$ cat src/rtl/bcmr_pkg.sv
package bcmr_pkg;

   localparam int MaxPe   = 16;
   localparam int PeBits  = 4;
   localparam int AddrW   = 2 * PeBits;
   localparam int Depth   = MaxPe * MaxPe;
   localparam int WordW   = 32;

   typedef struct packed {
      logic [PeBits-1:0] source_pe;
      logic              is_barrier;
      logic [WordW-1:0]  dest_id;
      logic [WordW-1:0]  sender_id;
      logic              round_parity;
   } bcmr_req_type;

   typedef struct packed {
      logic [PeBits-1:0] out_dest_pe;
      logic              out_barrier;
      logic [WordW-1:0]  out_id_or_count;
      logic [WordW-1:0]  out_sender;
      logic              out_round_parity;
      logic              via_link;
      logic [1:0]        link_index;
      logic              last;
   } bcmr_rsp_type;

   typedef enum logic [1:0] {
      ST_IDLE,
      ST_ORD_EMIT,
      ST_BAR_EMIT
   } bcmr_state_type;

   typedef struct packed {
      logic capture;
      logic emit_ord;
      logic emit_bar;
   } bcmr_cmd_type;

   typedef struct packed {
      logic req_ok;
      logic req_barrier;
      logic out_free;
      logic last_copy;
   } bcmr_stat_type;

endpackage

$ cat src/rtl/bcmr_ctrl.sv
module bcmr_ctrl (
   input  logic                   clock,
   input  logic                   reset,
   input  logic                   req_valid,
   output logic                   req_ready,
   input  bcmr_pkg::bcmr_stat_type stat,
   output bcmr_pkg::bcmr_cmd_type  cmd
);
   import bcmr_pkg::*;

   bcmr_state_type state_ff;
   bcmr_state_type state_in;

   always_ff @(posedge clock) begin
      if (reset) begin
         state_ff <= ST_IDLE;
      end else begin
         state_ff <= state_in;
      end
   end

   always_comb begin
      state_in  = state_ff;
      cmd       = '0;
      req_ready = 1'b0;
      case (state_ff)
         ST_IDLE: begin
            req_ready = 1'b1;
            // an out-of-range request is taken and dropped here
            if (req_valid && stat.req_ok) begin
               cmd.capture = 1'b1;
               state_in    = stat.req_barrier ? ST_BAR_EMIT : ST_ORD_EMIT;
            end
         end
         ST_ORD_EMIT: begin
            if (stat.out_free) begin
               cmd.emit_ord = 1'b1;
               state_in     = ST_IDLE;
            end
         end
         ST_BAR_EMIT: begin
            if (stat.out_free) begin
               cmd.emit_bar = 1'b1;
               if (stat.last_copy) begin
                  state_in = ST_IDLE;
               end
            end
         end
         default: begin
            state_in = ST_IDLE;
         end
      endcase
   end

endmodule

$ cat config.mk
export PLATFORM = sky130hd
export DESIGN_NAME = bcmr_ctrl
export DESIGN_NICKNAME = d
export VERILOG_FILES = /design/src/rtl/bcmr_pkg.sv /design/src/rtl/bcmr_ctrl.sv
export SDC_FILE = /design/constraint.sdc
export NUM_CORES = 1
export LEC_CHECK = 0
export ABC_AREA = 1
export ABC_CLOCK_PERIOD_IN_PS = 900
export BUFFER_PORTS_ARGS = -buffer_cell sky130_fd_sc_hd__clkbuf_2
export CORE_AREA = 2 2 39 41
export CTS_CLUSTER_SIZE = 8
export DETAILED_ROUTE_END_ITERATION = 8
export DIE_AREA = 0 0 41 43
export GPL_ROUTABILITY_DRIVEN = 0
export PLACE_DENSITY = 0.3
export SLEW_MARGIN = 25
export SYNTH_ARGS = -nofsm -noshare
export SYNTH_HDL_FRONTEND = slang
export SYNTH_SLANG_ARGS = --single-unit
$ cat constraint.sdc
create_clock -name clock -period 0.9 [get_ports clock]
set_clock_uncertainty 0.2 [all_clocks]
set_input_delay 0.135 -clock clock [delete_from_list [all_inputs] [get_ports clock]]
set_output_delay 0.135 -clock clock [all_outputs]
set_load 0.005 [all_outputs]
==> reports/qor.txt <==
WS Path Type -> reg2out
Drt first pass iters -> 3
CP Launch Type -> register
Cell Pwr Density -> 1380 mW/mm2
Post-DRT Antenna Nets -> 0
Reg2reg start -> state_ff[1]$_SDFFE_PP0P_
Failing checks -> negative hold slack, negative setup slack
Slowest cell on the critical path -> dfxtp_4
Number of clock sinks -> 2
Critical path peak fanout -> 4
Post-Syn Area -> 138 um2
Die W -> 41 um
Largest net degree at the start of global routing -> 5
Initial antenna violation count -> 0
Final std cells w/o fill -> 53
Clk Latency, worst-skew pair -> 0.22 ns
Via-to-Cell Ratio -> 3.43
HP Start -> reset
Fraction of layout cells with a size suffix above 1 -> 67.6%
Cell variety after synth -> 12
IO Port Bufs -> 10
Clock root cell -> clkbuf_4
Tot GR Track Use -> 5.80%
Die ar. -> 0.00176 mm2
Mean Syn Cell Area -> 6.26 um2
Core ar. -> 0.00138 mm2
Die height -> 43 um
Synth top area share -> 29.1%
Synth Warn # -> 0
Worst Path Required -> 0.56 ns
Cells after DPL -> 49
LEAKAGE -> 0.145 nW
CP bufs+invs -> 2
DRC viols -> 0
Most common cell after layout, fill and taps aside -> clkbuf_2
Final Setup Violations -> 6
Largest Register -> state_ff
Relative slew slack -> 92.3%
Status -> finished with violations
Top Registers -> state_ff: 2 flops
First-pass GRT wire length -> 648 um
Max-cap violations -> 0
Flops & latches, synth -> 2
Hold Path Class -> in2reg
TritonCTS clock tree -> built
Syn Inst Count -> 22
Peak supply drop -> 499 uV
DP HPWL -> 318 um
Final Critical Period -> 1.26 ns
Placed inst area -> 228 um2
Largest area contributor in the netlist -> dfxtp_1
Crit end category -> output pin
Worst slew pin tran -> 0.115 ns
Largest register FFs -> 2
CTS clock-pin slew for the worst setup and hold paths -> 0.03 ns
CTS HTree Levels -> 1
Vias -> 182
Rows -> 14
Largest stage delay on the critical path -> 0.35 ns
Synthesis-to-layout area growth -> 94.5%
Tcrit/Tclk final -> 140%
Cell Chain, Critical Path -> nor2_4 -> inv_2 -> nor2_1 -> buf_2
Final worst setup slack -> -0.358 ns
Clock buffer depth -> 2
Synth area leaders -> dfxtp_1 29%, inv_1 14%, nor2_2 9.1%
Total wire length -> 382 um
Starting Density -> 9.95%
RSZ-0062 raised after global routing -> true
Vias in the first global route -> 185
Design Area, Final -> 268 um2
ANT cells -> 0
Critical Path Start -> state_ff[1]$_SDFFE_PP0P_
Largest delay share family, worst path -> flip-flops
Worst hold margin -> -0.125 ns
Detailed Route Iter0 Violations -> 3
Syn_nets -> 29
Overflow after GRT -> 0
Num CTS Buffers -> 3
Worst EP arrival -> 0.92 ns
Drt wl/cell -> 7.21 um
I/O pin cnt -> 11
Final Max Slew Viols -> 0
Fmax -> 795 MHz
Sequential fraction of the synthesis area -> 29.1%
Fin util -> 19.3%
Nets -> 46
Final hold violations -> 2
cells in the mapped netlist, drive strengths merged:
cell type	number
dfxtp	2
a21oi	1
nand2	3
o21ai	1
inv	6
nor2	3
nand3	2
nand3b	1
nor3	2
nand4	1
worst paths after layout:
path                                            endpoint  slack (ns)  cells past startpoint
worst min-delay path            state_ff[1]$_SDFFE_PP0P_       -0.13                      2
worst min register to register  state_ff[1]$_SDFFE_PP0P_        0.36                      2
worst max register to register  state_ff[0]$_SDFFE_PP0P_       -0.22                      6
worst max-delay path                              cmd[2]       -0.36                      4
metal layers:
metal  track usage (%)  wire length [um]
met1              6.03               187
met5                 0                 0
met4              4.00                 0
met2              7.50               160
met3              4.71                34
cell families (layout without fill, tap and decap cells):
family                 count (synthesis)  in the layout  synth area share [%]
AOI/OAI and AO/OA                      2              2                  10.0
buffers and inverters                  6             21                  16.4
and+or+nand+nor                       12             12                  44.5
DFF                                    2              2                  29.1
final cells by class:
class,instances,area [um2]
Inverter,6,22.5
Fill cell,167,1120
Timing Repair Buffer,12,65.1
Tap cell,16,20.0
Clock buffer,3,22.5
Sequential cell,2,47.5
Multi-Input combinational cell,14,90.1
through the flow:
step	total power [W]	worst slack [ns]	TNS [ns]
6_report	0.000370	-0.358	-1.56
5_1_grt	0.000406	-0.413	-1.90
4_1_cts	0.000382	-0.388	-1.61
3_5_place_dp	0.000176	-0.194	-0.729
3_3_place_gp	0.000176	-0.174	-0.671
2_1_floorplan	0.000141	-0.0606	-0.153
power by group:
part / total [W] / internal (W) / switching (W)
Clock: 0.000192 / 0.000147 / 0.0000456
Sequential: 0.0000995 / 0.0000915 / 0.00000803
Combinational: 0.0000785 / 0.0000420 / 0.0000366
Total: 0.000370 / 0.000280 / 0.0000902
what timing repair did:
item / CTS / global route
buffers inserted: 0 / 1
pin swaps: 2 / 2
endpoints found under the hold margin: 2 / 2
resized for setup: 3 / 5
gates cloned: 0 / 0
endpoints found under the setup margin: 6 / 6
No activity file was read; power rests on OpenSTA's default activity.
